$ cat src/hw/rtl/bounded_deque_with_search_core_assert.svh
// Assertion macros for the deque core
`ifndef BOUNDED_DEQUE_WITH_SEARCH_CORE_ASSERT_SVH
`define BOUNDED_DEQUE_WITH_SEARCH_CORE_ASSERT_SVH

`ifndef ASSERT_OFF
`define BDQ_ASSERT(lbl, prop) \
  lbl: assert property (@(posedge clk_i) disable iff (!rst_ni) (prop)) \
    else $error("bdq: assertion failed");
`define BDQ_ASSERT_NEVER(lbl, prop) \
  lbl: assert property (@(posedge clk_i) disable iff (!rst_ni) !(prop)) \
    else $error("bdq: forbidden condition seen");
`else
`define BDQ_ASSERT(lbl, prop)
`define BDQ_ASSERT_NEVER(lbl, prop)
`endif

`endif

$ cat src/hw/rtl/bdq_pkg.sv
package bdq_pkg;

  localparam int unsigned Depth  = 16;
  localparam int unsigned AddrW  = $clog2(Depth);
  localparam int unsigned CntW   = 5;
  localparam int unsigned DataW  = 32;
  localparam int unsigned ActW   = 3;
  localparam int unsigned StatW  = 2;

  localparam logic [ActW-1:0] ActPushBack  = 3'd0;
  localparam logic [ActW-1:0] ActPushFront = 3'd1;
  localparam logic [ActW-1:0] ActPopBack   = 3'd2;
  localparam logic [ActW-1:0] ActPopFront  = 3'd3;
  localparam logic [ActW-1:0] ActSearch    = 3'd4;

  localparam logic [StatW-1:0] StatDone  = 2'd0;
  localparam logic [StatW-1:0] StatEmpty = 2'd1;
  localparam logic [StatW-1:0] StatFull  = 2'd2;

  localparam logic [CntW-1:0] CntFull = CntW'(Depth);

  // offset stays below Depth, so one compare and subtract wraps the sum
  function automatic logic [AddrW-1:0] ring_add(logic [AddrW-1:0] base,
                                                logic [CntW-1:0]  off);
    logic [CntW:0] sum;
    sum = (CntW+1)'(base) + (CntW+1)'(off);
    if (sum >= (CntW+1)'(Depth)) begin
      sum = sum - (CntW+1)'(Depth);
    end
    return sum[AddrW-1:0];
  endfunction

endpackage

$ cat src/hw/rtl/bounded_deque_with_search_core.sv
// Push, full push, empty pop/search and unknown action: strobe in the cycle after start.
// Pop: one store read, then state StPop registers the strobe; busy while in StPop.
// Search: one store read per entry examined, up to every held entry; stops on a match.
// Push sustains one beat per cycle; pop and search hold busy, so a new start waits.
// Reset empties the queue; store contents are not cleared. Results cannot be stalled.
`include "bounded_deque_with_search_core_assert.svh"

module bounded_deque_with_search_core (
  input  logic                       clk_i,
  input  logic                       rst_ni,
  input  logic                       start,
  output logic                       busy,
  input  logic [bdq_pkg::ActW-1:0]   action_i,
  input  logic signed [bdq_pkg::DataW-1:0] value_i,
  output logic                       result_valid_o,
  output logic [bdq_pkg::StatW-1:0]  status_o,
  output logic signed [bdq_pkg::DataW-1:0] popped_value_o,
  output logic                       found_o,
  output logic [bdq_pkg::CntW-1:0]   entry_count_o
);
  import bdq_pkg::*;

  localparam logic [1:0] StIdle = 2'd0;
  localparam logic [1:0] StPop  = 2'd1;
  localparam logic [1:0] StScan = 2'd2;

  logic [DataW-1:0] mem [Depth];
  logic [DataW-1:0] rd_data_q;

  logic [1:0]       state_q, state_d;
  logic [AddrW-1:0] front_q, front_d;
  logic [CntW-1:0]  occ_q, occ_d;
  logic [CntW-1:0]  idx_q, idx_d;
  logic [DataW-1:0] key_q, key_d;

  logic             strobe_q, strobe_d;
  logic [StatW-1:0] status_q, status_d;
  logic [DataW-1:0] popped_q, popped_d;
  logic             found_q, found_d;

  logic             rd_en, wr_en;
  logic [AddrW-1:0] rd_addr, wr_addr;
  logic             accept, full, empty, hit;
  logic             push_req;

  assign busy   = (state_q != StIdle);
  assign accept = start && !busy;
  assign full   = (occ_q == CntFull);
  assign empty  = (occ_q == '0);
  assign hit    = (rd_data_q == key_q);

  assign push_req = accept && !full &&
                    (action_i == ActPushBack || action_i == ActPushFront);

  always_comb begin
    state_d  = state_q;
    front_d  = front_q;
    occ_d    = occ_q;
    idx_d    = idx_q;
    key_d    = key_q;
    strobe_d = 1'b0;
    status_d = status_q;
    popped_d = popped_q;
    found_d  = found_q;
    rd_en    = 1'b0;
    wr_en    = 1'b0;
    rd_addr  = front_q;
    wr_addr  = front_q;

    unique case (state_q)
      StIdle: begin
        if (accept) begin
          status_d = StatDone;
          popped_d = '0;
          found_d  = 1'b0;
          strobe_d = 1'b1;
          unique case (action_i)
            ActPushBack: begin
              if (full) begin
                status_d = StatFull;
              end else begin
                wr_en   = 1'b1;
                wr_addr = ring_add(front_q, occ_q);
                occ_d   = occ_q + 1'b1;
              end
            end
            ActPushFront: begin
              if (full) begin
                status_d = StatFull;
              end else begin
                wr_en   = 1'b1;
                front_d = ring_add(front_q, CntW'(Depth - 1));
                wr_addr = front_d;
                occ_d   = occ_q + 1'b1;
              end
            end
            ActPopBack: begin
              if (empty) begin
                status_d = StatEmpty;
              end else begin
                rd_en    = 1'b1;
                rd_addr  = ring_add(front_q, occ_q - 1'b1);
                occ_d    = occ_q - 1'b1;
                strobe_d = 1'b0;
                state_d  = StPop;
              end
            end
            ActPopFront: begin
              if (empty) begin
                status_d = StatEmpty;
              end else begin
                rd_en    = 1'b1;
                rd_addr  = front_q;
                front_d  = ring_add(front_q, CntW'(1));
                occ_d    = occ_q - 1'b1;
                strobe_d = 1'b0;
                state_d  = StPop;
              end
            end
            ActSearch: begin
              if (empty) begin
                status_d = StatEmpty;
              end else begin
                rd_en    = 1'b1;
                rd_addr  = front_q;
                idx_d    = '0;
                key_d    = value_i;
                strobe_d = 1'b0;
                state_d  = StScan;
              end
            end
            default: begin
            end
          endcase
        end
      end
      StPop: begin
        popped_d = rd_data_q;
        strobe_d = 1'b1;
        state_d  = StIdle;
      end
      StScan: begin
        if (hit || (idx_q == occ_q - 1'b1)) begin
          found_d  = hit;
          strobe_d = 1'b1;
          state_d  = StIdle;
        end else begin
          idx_d   = idx_q + 1'b1;
          rd_en   = 1'b1;
          rd_addr = ring_add(front_q, idx_d);
        end
      end
      default: begin
        state_d = StIdle;
      end
    endcase
  end

  always_ff @(posedge clk_i or negedge rst_ni) begin
    if (!rst_ni) begin
      state_q  <= StIdle;
      front_q  <= '0;
      occ_q    <= '0;
      strobe_q <= 1'b0;
    end else begin
      state_q  <= state_d;
      front_q  <= front_d;
      occ_q    <= occ_d;
      strobe_q <= strobe_d;
    end
  end

  always_ff @(posedge clk_i) begin
    idx_q    <= idx_d;
    key_q    <= key_d;
    status_q <= status_d;
    popped_q <= popped_d;
    found_q  <= found_d;
  end

  always_ff @(posedge clk_i) begin
    if (wr_en) begin
      mem[wr_addr] <= value_i;
    end
    if (rd_en) begin
      rd_data_q <= mem[rd_addr];
    end
  end

  assign result_valid_o = strobe_q;
  assign status_o       = status_q;
  assign popped_value_o = popped_q;
  assign found_o        = found_q;
  assign entry_count_o  = occ_q;

  `BDQ_ASSERT(a_occ_bounded, occ_q <= CntFull)
  `BDQ_ASSERT(a_pop_strobe, (state_q == StPop) |=> strobe_q)
  `BDQ_ASSERT(a_push_grows, push_req |=> (occ_q == $past(occ_q) + 1'b1))
  `BDQ_ASSERT_NEVER(a_found_done, strobe_q && found_q && (status_q != StatDone))

endmodule
$ cat config.mk
export PLATFORM = sky130hd
export DESIGN_NAME = bounded_deque_with_search_core
export DESIGN_NICKNAME = d
export VERILOG_FILES = /design/src/hw/rtl/bdq_pkg.sv /design/src/hw/rtl/bounded_deque_with_search_core.sv
export VERILOG_INCLUDE_DIRS = /design/src /design/src/hw/rtl
export SDC_FILE = /design/constraint.sdc
export NUM_CORES = 1
export LEC_CHECK = 0
export BUFFER_PORTS_ARGS = -buffer_cell sky130_fd_sc_hd__buf_2
export CORE_ASPECT_RATIO = 0.6
export CORE_MARGIN = 8
export CORE_UTILIZATION = 35
export DETAILED_ROUTE_END_ITERATION = 12
export GPL_TIMING_DRIVEN = 0
export PLACE_DENSITY = 0.47
export SLEW_MARGIN = 25
export SYNTH_ARGS = -nofsm -noshare
export SYNTH_HDL_FRONTEND = slang
export SYNTH_SLANG_ARGS = --single-unit
$ cat constraint.sdc
create_clock -name clk_i -period 12.4 [get_ports clk_i]
set_input_delay 1.24 -clock clk_i [delete_from_list [all_inputs] [get_ports clk_i]]
set_output_delay 1.24 -clock clk_i [all_outputs]
set_load 0.05 [all_outputs]
After elaboration in Yosys (flattened, before gate mapping)
Memories as Yosys holds them, arrays and structs flattened. A register that Yosys moved wholly into a read port is not among the register bits.
Index checks and enable logic that the tools add are counted.
{"block": "op_classes", "n_eq_ne": 20, "n_mux": 55, "n_lt_le_gt_ge": 5, "addsub": 13, "n_shift": 0, "multipliers": 0, "n_reduce_logical": 22, "bitwise_logic": 1, "div": 0}
{"operator": "$pmux W32 S2", "n": 1}
{"operator": "$mux W4", "n": 14}
{"operator": "$eq A32 B32 Y1", "n": 1}
{"operator": "$mux W32", "n": 1}
{"operator": "$mux W5", "n": 6}
{"operator": "$pmux W4 S2", "n": 3}
{"operator": "$pmux W5 S2", "n": 2}
{"operator": "$sub A4 B1 Y4 const B", "n": 5}
{"operator": "$add A4 B5 Y6", "n": 3}
{"operator": "$ge A6 B5 Y1 const B", "n": 3}
{"operator": "$mux W1", "n": 17}
{"operator": "$reduce_and A5 Y1", "n": 3}
{"operator": "$ne A2 B2 Y1 const B", "n": 7}
{"operator": "$pmux W2 S2", "n": 3}
{"operator": "$add A5 B1 Y5 const B", "n": 2}
{"operator": "$ge A5 B5 Y1 const B", "n": 2}
{"operator": "$mux W2", "n": 5}
{"operator": "$reduce_bool A2 Y1", "n": 5}
{"operator": "$reduce_and A4 Y1", "n": 2}
{"operator": "$eq A3 B2 Y1 const B", "n": 2}
{"operator": "$ne A3 B3 Y1 const B", "n": 2}
{"operator": "$add A4 B1 Y5 const B", "n": 1}
{"operator": "$add A4 B4 Y5 const B", "n": 1}
{"operator": "$eq A5 B5 Y1", "n": 1}
{"operator": "other kinds (21)", "n": 24}
{"block": "word_totals", "latch_bits": 0, "rom_bits": 0, "input_bits": 38, "out_inout_bits": 42, "word_cells": 126, "mem_count": 1, "regBits": 84, "ramBits": 512}
{"memory": "mem", "words": 16, "width": 32, "read_ports": 1, "rd_clocked_by_memory_dff": 1, "write_ports": 1, "line": "bounded_deque_with_search_core.sv:27", "source": "logic [DataW-1:0] mem [Depth];"}

Depth between registers and ports, before layout
{"block": "logic_depth", "word_depth": 8, "mapped_depth": 16, "mapped_depth_nobuf": 12}

Worst setup path after synthesis
OpenSTA, ideal clock, no wires.
{"block": "synth_path", "path_kind": "input to register", "from": "input action_i[1] (netlist bit)", "to": "register rd_data_q[0] (read register of mem) (enable)", "path_stages": 5, "t_arrival_ns": 4.350, "required_time_ns": 11.934, "setup_slack_ns": 7.584, "setup_time_ns": 0.466, "n_path_buf": 2, "cell_sequence": "clkbuf_1 -> nor2b_1 -> clkbuf_1 -> a21oi_1 -> o21ai_0"}
{"block": "synth_between", "elab_chain_len": 5, "word_cells_on_any_way": 10, "classes_between": "eq/ne (3); mux (6); reduce/logical (1)"}
{"item": "start: declaration", "line": "bounded_deque_with_search_core.sv:13", "source": "input logic [bdq_pkg::ActW-1:0] action_i,"}
{"item": "$eq A3 B3 Y1 or $eq A3 B2 Y1 (tied branches)", "line": "bounded_deque_with_search_core.sv:77", "source": "unique case (action_i)"}
{"item": "$reduce_or A3 Y1 (no line) *"}
{"item": "$mux W1 *"}
{"item": "$mux W1 *", "line": "bounded_deque_with_search_core.sv:72", "source": "if (accept) begin"}
{"item": "$pmux W1 S2 *", "line": "bounded_deque_with_search_core.sv:70", "source": "unique case (state_q)"}
{"item": "named net rd_en", "line": "bounded_deque_with_search_core.sv:41", "source": "logic rd_en, wr_en;"}
{"item": "end: declaration", "line": "bounded_deque_with_search_core.sv:28", "source": "logic [DataW-1:0] rd_data_q;"}
The timed path passes the listed nets; every way through them passes the cells marked *.
A chain may end at the register's enable or synchronous reset.

Worst setup path in the final report
{"block": "layout_path", "from": "register rd_data_q[14] (read register of mem)", "to": "register rd_data_q[11] (read register of mem) (data pin)"}
{"block": "layout_between", "elab_chain_len": 4, "word_cells_on_any_way": 6, "classes_between": "eq/ne (1); mux (4); reduce/logical (1)"}
{"item": "$eq A32 B32 Y1 *", "line": "bounded_deque_with_search_core.sv:50", "source": "assign hit = (rd_data_q == key_q);"}
{"item": "$logic_or A1 B1 Y1 *", "line": "bounded_deque_with_search_core.sv:143", "source": "if (hit || (idx_q == occ_q - 1'b1)) begin"}
{"item": "$mux W4 or $mux W1 (tied branches)", "line": "bounded_deque_with_search_core.sv:143"}
{"item": "$pmux W4 S2 or $pmux W1 S2 (tied branches)", "line": "bounded_deque_with_search_core.sv:70"}
Every way passes the cells marked *; elsewhere a longest branch is shown, timed or not.

==> PnR_summary.wiki <==
{| class="wikitable"
! Metric !! Value
|-
| Mean area per synthesized cell || between 15 and 20 um^2
|-
| Global route total overflow || 0
|-
| Hold WC Path Type || in -> async
|-
| Vertical die dimension || roughly 220 um
|-
| Worst vdd rail ir drop || around 0.00016 V
|-
| Reg-to-Reg End || rd_data_q[11]$_DFFE_PP_
|-
| Status || complete, no violations
|-
| Post-Route Setup TNS || 0 ns
|-
| Cell with the largest stage delay on the worst path || o21ai_1
|-
| CP startpoint kind || register
|-
| Count of H-tree levels built during CTS || 2
|-
| Clock slew at reported path FFs || approximately 0.070 ns
|-
| First-pass iteration count of the detailed router || 5
|-
| Antenna violations before repair || 0
|-
| Buffer and inverter count on the worst path || 1
|-
| Fraction of synthesis flops using an asynchronous set or reset pin || 1.91%
|-
| Area of the multi-input gates || 0.00606 mm^2
|-
| Maximum clock skew at final layout || approximately 0.012 ns
|-
| First DRT Iteration DRCs || 1297
|-
| Final worst-path cycle share || 44.5%
|-
| Deepest clock path buffer count || 3
|-
| Reg-to-Reg Start || rd_data_q[14]$_DFFE_PP_
|-
| Clock period minus final worst setup slack || approximately 5.5 ns
|-
| Crit path arrival time || 5.87 ns
|-
| Via count of the first global-routing pass || roughly 14000
|-
| Sequential element share of the synthesized area || between 70% and 80%
|-
| Antenna-violating nets left || 0
|-
| Setup-failing EPs final || 0
|-
| Net count reported at finish || 1765
|-
| Number of synthesized flops with an enable pin || between 600 and 700
|-
| Flip-flop and latch area || approximately 0.019 mm^2
|-
| Kind of critical path || reg -> reg
|-
| Setup repair bufs after CTS || 0
|-
| Final antenna diode count || 0
|-
| Core Rows || 76
|-
| Clock root cell || clkbuf_16
|-
| Clock tree from TritonCTS || yes
|-
| Register-to-register setup slack || 6.88 ns
|-
| Transition time at the pin with the least slew margin || 1.06 ns
|-
| Global router's overall resource usage || 17.7%
|-
| Per-cell routed wire length || 26.6 um
|-
| Initial Utilization || roughly a third
|-
| Fillers || ~6400
|-
| Most used DFF post-synth || edfxtp_1
|-
| Wire length after detailed routing || a little over 70 mm
|-
| Pin count of the biggest net entering global routing || 33
|-
| Via count || 13900
|-
| Cells after DPL || 2624
|-
| Number of vias per cell || 5.08
|-
| Endpoint type of the worst setup path || register
|-
| Synth warnings || 0
|-
| Count of endpoints failing hold in the final timing report || 0
|-
| Max Slew Vio Count || 0
|-
| Insertion delay of the later-clocked pin in the worst-skew pair || 0.63 ns
|-
| Dominant cell type by area after synthesis || edfxtp_1
|-
| Clock sinks || approximately 630
|-
| Area of the die || 0.0810 mm^2
|-
| Core area || 0.0714 mm^2
|-
| First-pass GRT wire length || between 100 and 150 mm
|-
| Crit path max-delay family || compound AO/OA/AOI/OAI gates
|-
| Number of different library cells in the post-synthesis netlist || 54
|-
| Gate count of the mapped netlist || around 1500
|-
| Port Buf Inserts || 77
|-
| Leakage component of the power || between 0.01 and 0.015 uW
|-
| FF-to-FF path depth || 10
|-
| Non-Filler Instances || around 2700
|-
| Biggest area contributors in the synthesized netlist || edfxtp_1 (74%), mux2i_1 (8.8%), nor3_1 (1.9%)
|-
| Cell area after synthesis || between 0.02 and 0.03 mm^2
|-
| # resized after CTS || 0
|-
| Count of maximum capacitance violations || 0
|-
| Maximum clock frequency || approximately 180 MHz
|-
| Ports placed on the boundary || 80
|-
| Hold Buf Count CTS || 0
|-
| Area added between synthesis and finish || 18.1%
|-
| Areal power density over the cells || approximately 280 mW/mm^2
|-
| Ranking of synthesized cells by instance count || edfxtp_1 (616), mux2i_1 (221), nand2_1 (114)
|-
| Worst slew slack as a fraction of its limit || roughly 29%
|-
| Total half-perimeter wirelength after legalization and detailed placement || ~50 mm
|-
| Most common cell in the netlist || edfxtp_1
|-
| Number of buffers created by CTS || 59
|-
| Register bit count reported by yosys || between 600 and 700
|-
| Largest fanout on the critical path || 10
|-
| Proportion of netlist area held by the largest area contributor || 73.5%
|-
| Weighted congestion at the end of routability-driven global placement || between 0.7 and 0.8
|-
| RSZ-0062 raised after global routing || no
|-
| Required time of the critical path || around 13 ns
|-
| Die W || approximately 360 um
|-
| DRC || 0
|-
| Sequence of cells on the critical path || xor2_1 -> nor4_1 -> nand4_1 -> o211ai_2 -> o22ai_1 -> o21ai_1 -> nor2_1 -> clkbuf_1 -> a2111o_1 -> or3_1
|-
| Fraction of final layout cells sized beyond drive strength 1 || 15.0%
|-
| Net count after synthesis || about 1600
|-
| Maximum single-stage delay on the critical path || approximately 0.77 ns
|}
## worst reg2reg max path: stages, from the launching register on
cell and delay [ns]:
edfxtp_1 0.50, xor2_1 0.19, nor4_1 0.65, nand4_1 0.62, o211ai_2 0.60, o22ai_1 0.27, o21ai_1 0.77, nor2_1 0.29
clkbuf_1 0.43, a2111o_1 0.54, or3_1 0.40
## area by class of cell
type	instances	area share, %
sequential	628	63.3
tap	975	4.11
timing repair buffer	113	4.53
buffer	81	1.35
multi-input combinational	814	20.4
clock inverter	34	0.859
inverter	13	0.164
clock buffer	75	5.31
## layout by cell type (no fill, tap or decap), drive strengths merged, types with 25 or more instances in the layout
cell	instances
xor2	46
nand2	114
clkinv	25
buf	154
nor2	44
or3	33
nor3	99
and2	40
edfxtp	616
a2111o	31
mux2i	221
clkbuf	115
o22ai	65
## state kept, by name, summed over array words and instances, names as in the netlist
| signal | flops |
|---|---|
| mem | 512 |
| state_q | 2 |
| popped_value_o | 32 |
| idx_q | 5 |
| entry_count_o | 5 |
| found_o | 1 |
| status_o | 2 |
| key_q | 32 |
| rd_data_q | 32 |
| result_valid_o | 1 |
| front_q | 4 |
## worst max-delay path by stage
stage	cells past startpoint	slack, ns	endpoint	startpoint
floorplan	5	7.58	rd_data_q[0]$_DFFE_PP_	action_i[1]
global placement	5	3.62	rd_data_q[15]$_DFFE_PP_	action_i[1]
detailed placement	10	6.94	rd_data_q[11]$_DFFE_PP_	rd_data_q[9]$_DFFE_PP_
CTS	10	6.92	rd_data_q[11]$_DFFE_PP_	rd_data_q[9]$_DFFE_PP_
global route	12	6.71	rd_data_q[31]$_DFFE_PP_	rd_data_q[14]$_DFFE_PP_
finish	10	6.88	rd_data_q[11]$_DFFE_PP_	rd_data_q[14]$_DFFE_PP_
## logic make-up (layout without fill, tap and decap cells)
| family | count (synthesis) | count (layout) | synth area share [%] |
|---|---|---|---|
| and+or+nand+nor | 374 | 374 | 7.29 |
| adders and majority gates | 17 | 17 | 0.935 |
| muxes | 222 | 222 | 8.84 |
| AOI/OAI and AO/OA | 139 | 139 | 4.21 |
| DFF | 628 | 628 | 74.7 |
| buffers and inverters | 94 | 316 | 1.79 |
| xor gates and xnor gates | 62 | 62 | 2.24 |
## through the flow
stage / worst slack, ns / util [%] / cell area, um^2 / power, uW / hold WS (ns)
final: 6.88 / 41.6 / 29700 / 8190 / 0.509
after global routing: 6.71 / 41.6 / 29700 / 8590 / 0.502
after CTS: 6.92 / 41.6 / 29700 / 8260 / 0.481
after detailed placement: 6.94 / 39.0 / 27900 / 6480 / 0.570
after global placement: 3.62 / 37.5 / 26800 / 6400 / 0.557
after floorplan: 7.58 / - / 25200 / 5020 / 0.492
## report_power, final
part	leakage (uW)	switching (uW)	internal, uW	total [uW]
logic	0.00403	2480	1230	3710
clock network	0.000888	797	962	1760
registers	0.00574	121	2600	2720
total	0.0107	3400	4800	8190
## routing by layer
metal / wire length (um) / vias up / GRT usage [%]
met3: 4990 / 93 / 4.01
met2: 30000 / 385 / 25.5
met5: 0 / - / 0
met1: 36000 / 7102 / 26.9
met4: 1680 / 0 / 4.39
li1: - / 6308 / -
No activity file was read; power rests on OpenSTA's default activity.
